==> src/design/ipv4_route_prefix_filter_top_defines.svh <==
// assertion macros for the ipv4 route prefix filter
// used by ipv4_route_prefix_filter_top, no other dependencies
`ifndef IPV4_ROUTE_PREFIX_FILTER_TOP_DEFINES_SVH
`define IPV4_ROUTE_PREFIX_FILTER_TOP_DEFINES_SVH

// same-cycle implication, checked on aclk, off while reset is low
`define IPRPF_ASSERT_SAME(lbl, ante, cons, msg) \
    lbl: assert property (@(posedge aclk) disable iff (!aresetn) (ante) |-> (cons)) \
        else $error(msg);

// next-cycle implication, checked on aclk, off while reset is low
`define IPRPF_ASSERT_NEXT(lbl, ante, cons, msg) \
    lbl: assert property (@(posedge aclk) disable iff (!aresetn) (ante) |=> (cons)) \
        else $error(msg);

`endif

==> src/design/iprpf_pkg.sv <==
// shared types, constants and mask helper for the ipv4 route prefix filter
// no dependencies
package iprpf_pkg;

    localparam int ADDR_W   = 32;
    localparam int PFX_W    = 6;
    localparam int PADDR_W  = 3;
    localparam int PDATA_W  = 32;

    localparam logic [PFX_W-1:0] MAX_PREFIX = 6'd32;

    // register index, taken from paddr bit 2
    localparam logic REG_MIN_PUBLIC = 1'b0;
    localparam logic REG_MIN_LOCAL  = 1'b1;

    localparam logic [PFX_W-1:0] MIN_PUBLIC_RESET = 6'd16;
    localparam logic [PFX_W-1:0] MIN_LOCAL_RESET  = 6'd24;

    localparam logic [15:0] LINK_LOCAL_HI = 16'ha9fe;

    localparam int RESERVED_COUNT = 14;
    localparam int LOCAL_COUNT    = 4;

    localparam logic [ADDR_W-1:0] RESERVED_BASE [RESERVED_COUNT] = '{
        32'h00000000, 32'h7f000000, 32'hc0000000, 32'hc0000200,
        32'hc01f0000, 32'hc01fc400, 32'hc034c100, 32'hc0586300,
        32'hc0af3000, 32'hc6120000, 32'hc6336400, 32'hcb007100,
        32'he0000000, 32'hf0000000
    };
    localparam logic [PFX_W-1:0] RESERVED_LEN [RESERVED_COUNT] = '{
        6'd8,  6'd8,  6'd24, 6'd24, 6'd24, 6'd24, 6'd24,
        6'd24, 6'd24, 6'd15, 6'd24, 6'd24, 6'd4,  6'd4
    };

    localparam logic [ADDR_W-1:0] LOCAL_BASE [LOCAL_COUNT] = '{
        32'h0a000000, 32'h64400000, 32'hac100000, 32'hc0a80000
    };
    localparam logic [PFX_W-1:0] LOCAL_LEN [LOCAL_COUNT] = '{
        6'd8, 6'd10, 6'd12, 6'd16
    };

    typedef struct packed {
        logic [PFX_W-1:0] min_public;
        logic [PFX_W-1:0] min_local;
    } iprpf_cfg_t;

    // network mask, ones in the top len bits and zeros below
    function automatic logic [ADDR_W-1:0] net_mask(input logic [PFX_W-1:0] len);
        net_mask = ~({ADDR_W{1'b1}} >> len);
    endfunction

endpackage

==> src/design/iprpf_classify.sv <==
// combinational route classifier: reserved, link-local, host bits, minimum prefix
// depends on iprpf_pkg
module iprpf_classify
    import iprpf_pkg::*;
(
    input  logic [ADDR_W-1:0] route_address,
    input  logic [PFX_W-1:0]  prefix_length,
    input  iprpf_cfg_t        cfg,
    output logic              accept
);

    logic [ADDR_W-1:0]         mask;
    logic [RESERVED_COUNT-1:0] hit_reserved;
    logic [LOCAL_COUNT-1:0]    hit_local;
    logic [PFX_W-1:0]          need;
    logic                      len_ok;
    logic                      host_clear;
    logic                      link_local;

    assign mask       = net_mask(prefix_length);
    assign len_ok     = (prefix_length != '0) && (prefix_length <= MAX_PREFIX);
    assign host_clear = ((route_address & mask) == route_address);
    assign link_local = (route_address[ADDR_W-1:ADDR_W-16] == LINK_LOCAL_HI);

    // aligned prefixes overlap when they agree over the shorter mask
    always_comb begin
        for (int i = 0; i < RESERVED_COUNT; i++) begin
            hit_reserved[i] = (((route_address & mask) ^ RESERVED_BASE[i])
                               & mask & net_mask(RESERVED_LEN[i])) == '0;
        end
        for (int j = 0; j < LOCAL_COUNT; j++) begin
            hit_local[j] = ((route_address & net_mask(LOCAL_LEN[j])) == LOCAL_BASE[j]);
        end
    end

    assign need   = (|hit_local) ? cfg.min_local : cfg.min_public;
    assign accept = len_ok && host_clear && !link_local && !(|hit_reserved)
                    && (prefix_length >= need);

endmodule

==> src/design/ipv4_route_prefix_filter_top.sv <==
// top level of the ipv4 route prefix filter: handshake stages and apb registers
// depends on iprpf_pkg, iprpf_classify and ipv4_route_prefix_filter_top_defines.svh
//
// usage
//   input channel: s_valid / s_ready with s_route_address and s_prefix_length;
//   a transfer takes place at a rising edge with both valid and ready high
//   result channel: m_valid / m_ready with m_accept, one result per input transfer
//   path: an input transfer loads the input register, the classifier logic works
//   on it, and the result register then takes the accept flag and raises m_valid
//   throughput: one transfer per cycle while m_ready is high, set by the two-stage register pipeline;
//   the classifier is a parallel bank of mask compares with no loop
//   stall: when m_ready is low the result register holds, the input register
//   still fills, and s_ready drops only while both stages are full
//   reset: aresetn low at a rising edge empties both stages and loads the
//   minimum prefix registers with 16 (public) and 24 (local)
//   config: apb writes at address 0 (min_public_prefix) and 4 (min_local_prefix),
//   only bit 2 of paddr selects; pready is tied high; write while idle
module ipv4_route_prefix_filter_top
    import iprpf_pkg::*;
(
    input  logic               aclk,
    input  logic               aresetn,
    // input channel
    input  logic               s_valid,
    output logic               s_ready,
    input  logic [ADDR_W-1:0]  s_route_address,
    input  logic [PFX_W-1:0]   s_prefix_length,
    // result channel
    output logic               m_valid,
    input  logic               m_ready,
    output logic               m_accept,
    // configuration port
    input  logic               psel,
    input  logic               penable,
    input  logic               pwrite,
    input  logic [PADDR_W-1:0] paddr,
    input  logic [PDATA_W-1:0] pwdata,
    output logic [PDATA_W-1:0] prdata,
    output logic               pready
);

`include "ipv4_route_prefix_filter_top_defines.svh"

    // configuration registers
    iprpf_cfg_t cfg_reg;
    iprpf_cfg_t cfg_next;
    logic       cfg_write;

    // input stage
    logic              in_valid_reg;
    logic              in_valid_next;
    logic [ADDR_W-1:0] addr_reg;
    logic [PFX_W-1:0]  pfx_reg;

    // result stage
    logic out_valid_reg;
    logic out_valid_next;
    logic accept_reg;
    logic accept_comb;

    logic out_advance;
    logic in_transfer;
    logic out_transfer;

    // ------------------------------------------------------------------
    // apb port
    // ------------------------------------------------------------------
    assign pready    = 1'b1;
    assign cfg_write = psel && penable && pwrite && pready;

    always_comb begin
        cfg_next = cfg_reg;
        if (cfg_write) begin
            case (paddr[2])
                REG_MIN_PUBLIC: cfg_next.min_public = pwdata[PFX_W-1:0];
                REG_MIN_LOCAL:  cfg_next.min_local  = pwdata[PFX_W-1:0];
                default:        cfg_next = cfg_reg;
            endcase
        end
    end

    always_ff @(posedge aclk) begin
        if (!aresetn) begin
            cfg_reg.min_public <= MIN_PUBLIC_RESET;
            cfg_reg.min_local  <= MIN_LOCAL_RESET;
        end else begin
            cfg_reg <= cfg_next;
        end
    end

    // read back; misaligned addresses read as zero
    always_comb begin
        prdata = '0;
        if (paddr[1:0] == 2'b00) begin
            case (paddr[2])
                REG_MIN_PUBLIC: prdata = {{(PDATA_W-PFX_W){1'b0}}, cfg_reg.min_public};
                REG_MIN_LOCAL:  prdata = {{(PDATA_W-PFX_W){1'b0}}, cfg_reg.min_local};
                default:        prdata = '0;
            endcase
        end
    end

    // ------------------------------------------------------------------
    // two-stage pipeline
    // ------------------------------------------------------------------
    // result stage frees when empty or when its transfer completes
    assign out_advance  = !out_valid_reg || m_ready;
    assign s_ready      = !in_valid_reg || out_advance;
    assign in_transfer  = s_valid && s_ready;
    assign out_transfer = out_valid_reg && m_ready;

    always_comb begin
        in_valid_next = in_valid_reg;
        if (in_transfer) begin
            in_valid_next = 1'b1;
        end else if (out_advance) begin
            in_valid_next = 1'b0;
        end
    end

    assign out_valid_next = out_advance ? in_valid_reg : out_valid_reg;

    always_ff @(posedge aclk) begin
        if (!aresetn) begin
            in_valid_reg  <= 1'b0;
            out_valid_reg <= 1'b0;
        end else begin
            in_valid_reg  <= in_valid_next;
            out_valid_reg <= out_valid_next;
        end
    end

    // payload registers, no reset
    always_ff @(posedge aclk) begin
        if (in_transfer) begin
            addr_reg <= s_route_address;
            pfx_reg  <= s_prefix_length;
        end
        if (out_advance) begin
            accept_reg <= accept_comb;
        end
    end

    iprpf_classify u_classify (
        .route_address (addr_reg),
        .prefix_length (pfx_reg),
        .cfg           (cfg_reg),
        .accept        (accept_comb)
    );

    assign m_valid  = out_valid_reg;
    assign m_accept = accept_reg;

    // ------------------------------------------------------------------
    // assertions
    // ------------------------------------------------------------------
    `IPRPF_ASSERT_SAME(a_stall_only_when_full, !s_ready,
        in_valid_reg && out_valid_reg && !m_ready, "s_ready low with a free stage")
    `IPRPF_ASSERT_NEXT(a_zero_prefix_rejected,
        in_valid_reg && out_advance && (pfx_reg == '0),
        m_valid && !m_accept, "zero prefix route not rejected")
    `IPRPF_ASSERT_NEXT(a_cfg_public_written,
        cfg_write && (paddr[2] == REG_MIN_PUBLIC),
        cfg_reg.min_public == $past(pwdata[PFX_W-1:0]), "min_public_prefix not written")
    `IPRPF_ASSERT_NEXT(a_result_follows_input, out_transfer && !in_valid_reg,
        !m_valid, "result appeared with no input in flight")

endmodule

==> config.mk <==
export PLATFORM = sky130hd
export DESIGN_NAME = ipv4_route_prefix_filter_top
export DESIGN_NICKNAME = d
export VERILOG_FILES = /design/src/design/iprpf_pkg.sv /design/src/design/iprpf_classify.sv /design/src/design/ipv4_route_prefix_filter_top.sv
export VERILOG_INCLUDE_DIRS = /design/src /design/src/design
export SDC_FILE = /design/constraint.sdc
export NUM_CORES = 1
export LEC_CHECK = 0
export BUFFER_PORTS_ARGS = -buffer_cell sky130_fd_sc_hd__buf_2
export CORE_MARGIN = 3
export CORE_UTILIZATION = 51
export CTS_CLUSTER_SIZE = 10
export DETAILED_ROUTE_END_ITERATION = 7
export GPL_ROUTABILITY_DRIVEN = 0
export PLACE_DENSITY = 0.79
export SYNTH_ARGS = -nofsm -noshare
export SYNTH_HDL_FRONTEND = slang
export SYNTH_HIERARCHICAL = 1
export SYNTH_SLANG_ARGS = --single-unit
==> constraint.sdc <==
create_clock -name aclk -period 3.4 [get_ports aclk]
set_clock_uncertainty 0.1 [all_clocks]
set_input_delay 0.17 -clock aclk [delete_from_list [all_inputs] [get_ports aclk]]
set_output_delay 0.17 -clock aclk [all_outputs]
set_load 0.01 [all_outputs]
# Yosys cells after proc, flatten, opt, wreduce, memory -nomap -nowiden
# Cells that the tools add are included.
[word_totals]
ff_bits = 53
in_bits = 80
output_inout_bits = 36
elab_cells = 86
[op_classes]
order_cmp = 2
n_eq_ne = 6
shift = 1
n_mux = 5
n_bitwise = 30
n_reduce_logical = 35
[ops]
columns = ["cell", "count"]
rows = [
  ["$and A32 B32 Y32", 15],
  ["$logic_not A32 Y1", 14],
  ["$pmux W32 S2", 1],
  ["$eq A16 B16 Y1 const B", 2],
  ["$eq A32 B32 Y1", 1],
  ["$mux W32", 1],
  ["$not A32 Y32", 1],
  ["$shr A32 B6 Y32 const A", 1],
  ["$not A10 Y10", 2],
  ["$not A9 Y9", 2],
  ["$not A7 Y7", 2],
  ["$reduce_or A14 Y1", 1],
  ["$eq A12 B12 Y1 const B", 1],
  ["$not A11 Y11", 1],
  ["$eq A10 B9 Y1 const B", 1],
  ["$eq A8 B4 Y1 const B", 1],
  ["$logic_and A1 B1 Y1", 8],
  ["$not A8 Y8", 1],
  ["$ge A6 B6 Y1", 1],
  ["$le A6 B6 Y1 const B", 1],
  ["$mux W6", 1],
  ["$not A3 Y3", 2],
  ["$not A6 Y6", 1],
  ["$reduce_bool A6 Y1", 1],
  ["10 further kinds", 16],
]

# Depth between registers and ports, before layout
# Gate-level depths: netlist (run 1).
[logic_depth]
word_depth = 10
depth_mapped = 14
ltp_nobuf = 13

# Cells and area by module
# Netlist (run 1), hierarchy kept.
[by_module_without_submodules]
columns = ["mod", "n_inst", "cells_per_inst", "area_each_um2", "seq_area_each_um2"]
rows = [
  ["ipv4_route_prefix_filter_top", 1, 140, 2053.2, 1451.4],
  ["iprpf_classify", 1, 249, 1650.3, 0.0],
]

# Least setup slack after synthesis (run 1)
# No wires, ideal clock.
[synth_path]
path_type = "reg-to-reg"
startpoint = "reg addr_reg[27]"
endpoint = "reg accept_reg (netlist: m_accept), data pin"
setup_time_ns = 0.255
arrival_ns = 2.689
required_ns = 3.045
setup_slack_ns = 0.357
path_stages_with_launch = 14
path_buffers = 0
period_less_slack_ns = 3.043
path_cell_list = "edfxtp_1 > nor2b_1 > nand4_1 > o22ai_1 > nor2_1 > mux2_2 > ha_1 > nand2b_1 > a21o_1 > a211oi_1 > o21bai_1 > a21oi_1 > a31o_1 > nor4_2"
[synth_between]
elab_chain_len = 8
elab_cells_between_ends = 43
classes_between = "order compare: 1; eq/ne: 6; mux: 1; bitwise: 15; reduce/logical: 20"
[synth_lines]
columns = ["element", "line", "source"]
rows = [
  ["from (decl)", "ipv4_route_prefix_filter_top.sv:52", "logic [ADDR_W-1:0] addr_reg;"],
  ["from (signal assigned)", "ipv4_route_prefix_filter_top.sv:136", "addr_reg <= s_route_address;"],
  ["parallel branches: the longest is 7 deep, another holds $ge A6 B6 Y1", "--", ""],
  ["$logic_and A1 B1 Y1 *", "iprpf_classify.sv:38", "&& (prefix_length >= need);"],
  ["net accept_comb", "ipv4_route_prefix_filter_top.sv:59", "logic accept_comb;"],
  ["to (signal assigned)", "ipv4_route_prefix_filter_top.sv:140", "accept_reg <= accept_comb;"],
  ["to (decl)", "ipv4_route_prefix_filter_top.sv:58", "logic accept_reg;"],
]
# Mark *: on every way through the listed nets, which the timed path passes.
# A chain may end at the register's enable or synchronous reset.

# Final worst setup path (run 1)
[layout_path]
startpoint = "reg addr_reg[26]"
endpoint = "reg accept_reg (netlist: m_accept), data pin"
[layout_between]
elab_chain_len = 8
elab_cells_between_ends = 44
classes_between = "order compare: 1; eq/ne: 6; mux: 1; bitwise: 16; reduce/logical: 20"
[layout_lines]
columns = ["element", "line"]
rows = [
  ["parallel branches: the longest is 7 deep, another holds $ge A6 B6 Y1", "--"],
  ["$logic_and A1 B1 Y1 *", "iprpf_classify.sv:38"],
  ["net accept_comb", "ipv4_route_prefix_filter_top.sv:59"],
]
# Marked as above.

==> results of run 1 <==
## critical path: stages (launching register included)
cell and delay (ns):
edfxtp_1 0.53, nor4b_2 0.23, nand4_1 0.11, a21oi_1 0.08, nor2_1 0.29, mux2_2 0.38
ha_1 0.27, nand2b_1 0.14, a21o_1 0.17, a211oi_1 0.22, o21bai_1 0.12, a21oi_1 0.18
a31o_1 0.13, nor4_2 0.04
## final timing paths
kind	from	slack, ns	to	depth (start not counted)
worst min register to register	in_valid_reg	0.37	m_valid	2
worst max register to register	addr_reg[26]	0.19	m_accept	13
worst max-delay path	addr_reg[26]	0.19	m_accept	13
worst min-delay path	pwdata[3]	0.02	cfg_reg[9]	3
## synth_stat cells, types with 4 or more instances
library cell	number
a21o_1	4
nand3_1	12
o21bai_1	5
buf_2	7
nor2b_1	11
dfxtp_1	14
nand4_1	8
mux2i_1	23
nor3_1	6
buf_6	5
o21ai_0	20
a211oi_1	7
edfxtp_1	39
buf_4	35
o21ai_1	8
ha_1	6
nand2_1	34
inv_1	8
nor2_1	26
and2_1	5
nor4_1	4
a32oi_1	5
nor3b_1	4
a21oi_1	15
nand2b_1	6
clkbuf_1	4
## cells by family (layout without fill, tap and decap cells)
kind of cell	count (synthesis)	in the layout
buf+inv	59	134
simple gates	140	140
compound gates	105	105
fa+ha+maj	6	6
other cells	2	27
flops	53	53
mux	24	24
## routing by layer
metal  GRT usage [%]  up-vias  share of wire (%)
met5               0        -                  0
met3            4.81       77                9.8
met1            30.2     1628                 38
met4            14.1        0                5.8
li1                -     1614                  -
met2            39.1      278                 46
## timing repair
| item | CTS | global route |
|---|---|---|
| hold endpoints to repair | 39 | 0 |
| gates resized for setup | 0 | 2 |
| endpoints found under the setup margin | 0 | 1 |
| hold buffers | 39 | 0 |
## layout make-up
type | instances | area (um2)
Fill cell | 547 | 2410
Multi-Input combinational cell | 302 | 1960
Sequential cell | 53 | 1450
Timing Repair Buffer | 118 | 828
Tap cell | 96 | 120
Clock buffer | 7 | 97.6
Inverter | 8 | 30.0
Clock inverter | 1 | 5.00
## report_power, final
part	switching (mW)	internal, mW	total (mW)
combinational	0.162	0.134	0.296
clock	0.216	0.190	0.405
sequential	0.0489	0.731	0.780
total	0.426	1.05	1.48
## per-stage QoR
step | setup slack [ns] | utilization (%) | total power, mW
final | 0.191 | 65.0 | 1.48
after global routing | 0.0131 | 65.0 | 1.54
after CTS | 0.207 | 64.9 | 1.45
after detailed placement | 0.254 | 57.7 | 1.04
after global placement | 0.249 | 57.7 | 1.03
after floorplan | 0.357 | - | 0.974
==> impl_metrics.yaml, run 1 <==
outcome:
  status: "finished, final reports clean"
power_and_ir_drop:
  ir_drop_mv: 0.262
  powerDensity_nw_per_um2: 330
  power.leakage_nw: 1.81
route:
  drtIter0Drc: 580
  vias: 3597
  wl_per_cell_um: 17.5
  firstDrtPassIters: 8
  drcViolationCount: 0
  vias_per_cell: 6.15
  ant_nets: 0
  drt-total-wl_um: 10200
synth:
  synth-xor-area-share_pct: 0
  muxShareOfSynthArea_pct: 6.52
  syn_area_per_cell_um2: 9.52
  yosys.area.top_type_share_pct: 31.6
  synthArstFlopShare_pct: 0
  synth_area_leaders: "edfxtp_1 32%, dfxtp_1 7.6%, buf_4 7.1%"
  synth_area_leader_cell: "edfxtp_1"
  synthCells: 389
  synth_area_um2: 3700
  synthAdderAreaFrac_pct: 2.03
  synth_warnings: 6
  ys_seq_area_share_pct: 39.2
  synth-main-ff-cell: "edfxtp_1"
  synthDistinctLibCells: 70
  synth_top_family_by_area: "simple AND/OR/NAND/NOR gates"
  ys_ff_latch: 53
  synth-simple-area-share_pct: 21.0
  synth-compound-area-share_pct: 20.3
  synth_edf_count: 39
floorplanning:
  row_count: 30
  fp.dieArea_um2: 8320
  ios: 116
  start_util_pct: 53.6
  dieWidth_um: 91.2
  core-area_um2: 6910
  die_y_um: 91.2
placed_design:
  io_buffers: 62
  place_area_um2: 3990
  placed_cells: 538
  hpwl_um: 6860
critical_path:
  arrival_ns: 3.19
  critPathMaxFanout: 7
  cp-start-kind: "register"
  critPathCaptureType: "register"
  required_ns: 3.38
  worstSetupPathType: "reg -> reg"
sta:
  setup_violations: 0
  slew_headroom_pct: 57.3
  period_minus_slack_ns: 3.21
  post-route-period-util_pct: 94.4
  setup_tns_ns: 0
  slew_violations: 0
  rsz0062_at_grt: "false"
  tightest_slew_ns: 0.641
  hold_violations: 0
  timing.fmax_mhz: 312
  holdWs_ns: 0.0155
cells_and_area:
  largest_reg_flops: 32
  final_area_um2: 4490
  final_common_cell: "buf_2"
  diodes: 0
  layout_common_cells: "62 x buf_2, 39 x edfxtp_1, 39 x dlygate4sd3_1"
  area_growth_pct: 21.3
  instances_no_fill: 585
  finalNetCount: 574
  drive_gt1_share_pct: 22.1
cts:
  cts.sinks: 53
  cts_root_buffer: "clkbuf_8"
  cts-buffers-inserted: 5
  cts_htree_levels: 2
  cts_tree: "done"
  clk_path_buf_depth: 2
  cts_setup_buffers: 0
  clkTransAtPathRegs_ns: 0.10
  clkLatencyLatePin_ns: 0.31
global_route:
  grt_pass1_wl_um: 16200
  grt_remaining_overflow: 0
  grt_pass1_vias: 3387
  antenna_found_initial: 0
  grt_util_all_layers_pct: 24.3
  grt_start_max_net_pins: 39
job:
  maxCapViolations: 0
min_path:
  hp-class: "in -> reg"
Note: power is estimated with default switching activity, not from simulation.
==> run 2, diff against run 1 <==
--- a/config.mk
+++ b/config.mk
@@ -15,5 +15,4 @@
 export PLACE_DENSITY = 0.79
 export SYNTH_ARGS = -nofsm -noshare
 export SYNTH_HDL_FRONTEND = slang
-export SYNTH_HIERARCHICAL = 1
 export SYNTH_SLANG_ARGS = --single-unit
==> run 2 against run 1 <==
Net effect: core utilization is 3.0 points higher; sequential share of layout area shrank 1.2 points; setup slack worse by 0.12 ns; largest power group unchanged; clock power down 10%; total power shrank 2.5%; synthesized cell count unchanged; synthesized area down 0.88%; critical path depth unchanged; via count down 1.8%; maximum frequency fell by 3.5%; register-to-register slack got worse by 0.12 ns.
==> impl_metrics.yaml, run 2 <==
critical_path:
  critPathCaptureType: "register"
  required_ns: 3.49
  arrival_ns: 3.42
  critPathMaxFanout: 7
  path_common_cell: "buf_4"
  r2r-end: "m_accept"
  r2r_start: "addr_reg[28]"
  reg2reg_slack_ns: 0.07
  worstSetupPathType: "reg -> reg"
  cp-start-kind: "register"
  reg2reg_depth: 13
  cp_slowest_cell: "edfxtp_1"
  cp_slowest_stage_delay_ns: 0.42
  crit_path_cell_trace: "buf_4 > nor4bb_2 > nand3_1 > a21oi_2 > a311oi_2 > mux2i_1 > ha_1 > o211ai_1 > a221o_1 > nor4_2 > nand4_1 > a2111oi_4 > buf_4"
synth:
  synth_area_um2: 3670
  yosys.area.top_type_share_pct: 31.9
  synthDistinctLibCells: 68
  synthArstFlopShare_pct: 0
  synth_area_leader_cell: "edfxtp_1"
  ys_ff_latch: 53
  synthCells: 389
  yosysMostFrequentCell: "edfxtp_1"
  synth_edf_count: 39
  synth-main-ff-cell: "edfxtp_1"
  syn_area_per_cell_um2: 9.44
  synth_common_cells: "39 x edfxtp_1, 35 x a21oi_1, 29 x buf_4"
  ys_seq_area_share_pct: 39.5
  synth_area_leaders: "edfxtp_1 32%, dfxtp_1 7.6%, mux2i_1 6.3%"
  synth_warnings: 0
cts:
  cts.sinks: 53
  clkLatencyLatePin_ns: 0.32
  cts_tree: "done"
  clkTransAtPathRegs_ns: 0.09
  cts-buffers-inserted: 5
  cts_htree_levels: 2
  cts_root_buffer: "clkbuf_8"
  clk_path_buf_depth: 2
sta:
  tightest_slew_ns: 0.808
  holdWs_ns: 0.0139
  timing.fmax_mhz: 301
  post-route-period-util_pct: 97.9
  setup_violations: 0
  period_minus_slack_ns: 3.33
  rsz0062_at_grt: "true"
  slew_headroom_pct: 46.1
  hold_violations: 0
  setup_ws_ns: 0.0727
  slew_violations: 0
cells_and_area:
  final_common_cell: "buf_2"
  largest_reg_flops: 32
  layout_common_cells: "62 x buf_2, 40 x dlygate4sd3_1, 39 x edfxtp_1"
  diodes: 0
  instances_no_fill: 603
  area_growth_pct: 27.3
  final_area_um2: 4670
  drive_gt1_share_pct: 25.0
  finalNetCount: 592
  fillCellCount: 525
job:
  maxCapViolations: 0
route:
  drt-total-wl_um: 9700
  drcViolationCount: 0
  ant_nets: 0
  vias: 3534
  vias_per_cell: 5.86
  firstDrtPassIters: 6
  drtIter0Drc: 458
  wl_per_cell_um: 16.1
placed_design:
  io_buffers: 62
  hpwl_um: 6710
  place_worst_setup_slack_ns: 0.0245
  placed_cells: 550
  place_area_um2: 4080
global_route:
  grt_start_max_net_pins: 39
  grt_remaining_overflow: 0
  grt_pass1_wl_um: 15200
  grt_pass1_vias: 3166
  antenna_found_initial: 0
  grt_util_all_layers_pct: 22.3
min_path:
  hold_path_end: "in_valid_reg"
  hp-class: "in -> reg"
  holdCritStartpoint: "s_valid"
  hold_depth: 3
floorplanning:
  dieWidth_um: 90.8
  core-area_um2: 6870
  start_util_pct: 53.4
  die_y_um: 90.8
  fp.dieArea_um2: 8250
  row_count: 30
  ios: 116
power_and_ir_drop:
  power.leakage_nw: 1.92
  powerDensity_nw_per_um2: 309
  ir_drop_mv: 0.250
outcome:
  status: "finished, final reports clean"
## run 2: cell types whose count changed in the layout (fill, tap and decap cells not counted), sizes merged, moves of 4 or more
| cell | previous run | this run |
|---|---|---|
| a211oi | 9 | 2 |
| a21oi | 18 | 35 |
| a32oi | 5 | 1 |
| buf | 79 | 98 |
| nand2 | 35 | 14 |
| nand3 | 12 | 7 |
| nor2b | 11 | 16 |
| nor3b | 5 | 0 |
| o211ai | 1 | 8 |
## run 2: final cells by class
class | instances | area, um2 | area share, %
Multi-Input combinational cell | 300 | 2000 | 42.8
Sequential cell | 53 | 1450 | 31.1
Timing Repair Buffer | 138 | 981 | 21.0
Tap cell | 96 | 120 | 2.57
Clock buffer | 6 | 72.6 | 1.55
Inverter | 8 | 30.0 | 0.643
Clock inverter | 2 | 15.0 | 0.321
## run 2: per-layer routing
layer / global-route usage, % / routed length (um) / up-vias
met3: 3.50 / 778 / 34
met1: 29.3 / 3960 / 1643
met5: 0 / 0 / -
li1: - / - / 1665
met4: 6.28 / 221 / 0
met2: 38.0 / 4740 / 192
## run 2: worst max-delay path, delay by kind of cell, from the launching register on
family          cells  cell delay (ns)
flops               1             0.42
buf+inv             2             0.37
compound gates      5             0.94
simple gates        4             0.91
mux                 1             0.17
fa+ha+maj           1             0.29
## run 2: how the worst max path moves through the flow
| stage | start | slack [ns] | cells after the start | to |
|---|---|---|---|---|
| final | addr_reg[28] | 0.07 | 13 | m_accept |
| after global routing | addr_reg[28] | -0.11 | 13 | m_accept |
| after CTS | addr_reg[22] | 0.03 | 13 | m_accept |
| after detailed placement | addr_reg[24] | 0.02 | 11 | m_accept |
| after global placement | addr_reg[28] | 0.05 | 12 | m_accept |
| after floorplan | addr_reg[26] | 0.32 | 14 | m_accept |
## run 2: repair_timing
action | 4_1_cts | 5_1_grt
pin swaps | 0 | 3
endpoints found under the hold margin | 40 | 0
gates resized for setup | 1 | 10
setup endpoints to repair | 1 | 1
hold buffers | 40 | 0
gates cloned | 0 | 0
buffers inserted | 0 | 5
## run 2: logic make-up after synthesis
| kind of cell | synth area share, % |
|---|---|
| mux | 6.58 |
| simple gates | 18.8 |
| fa+ha+maj | 2.04 |
| flops | 39.5 |
| other cells | 0.205 |
| compound gates | 22.5 |
| buf+inv | 10.3 |
## run 2: through the flow
| step | TNS [ns] | util, % | power, mW |
|---|---|---|---|
| 2_1_floorplan | 0 | - | 0.967 |
| 3_3_place_gp | 0 | 59.4 | 1.03 |
| 5_1_grt | -0.115 | 68.0 | 1.50 |
| 4_1_cts | 0 | 66.6 | 1.42 |
| 6_report | 0 | 68.0 | 1.44 |
| 3_5_place_dp | 0 | 59.4 | 1.04 |
## run 2: power breakdown
part,internal (mW),switching [mW],total [mW]
Clock,0.146,0.217,0.363
Combinational,0.151,0.162,0.312
Sequential,0.730,0.0388,0.769
Total,1.03,0.417,1.44
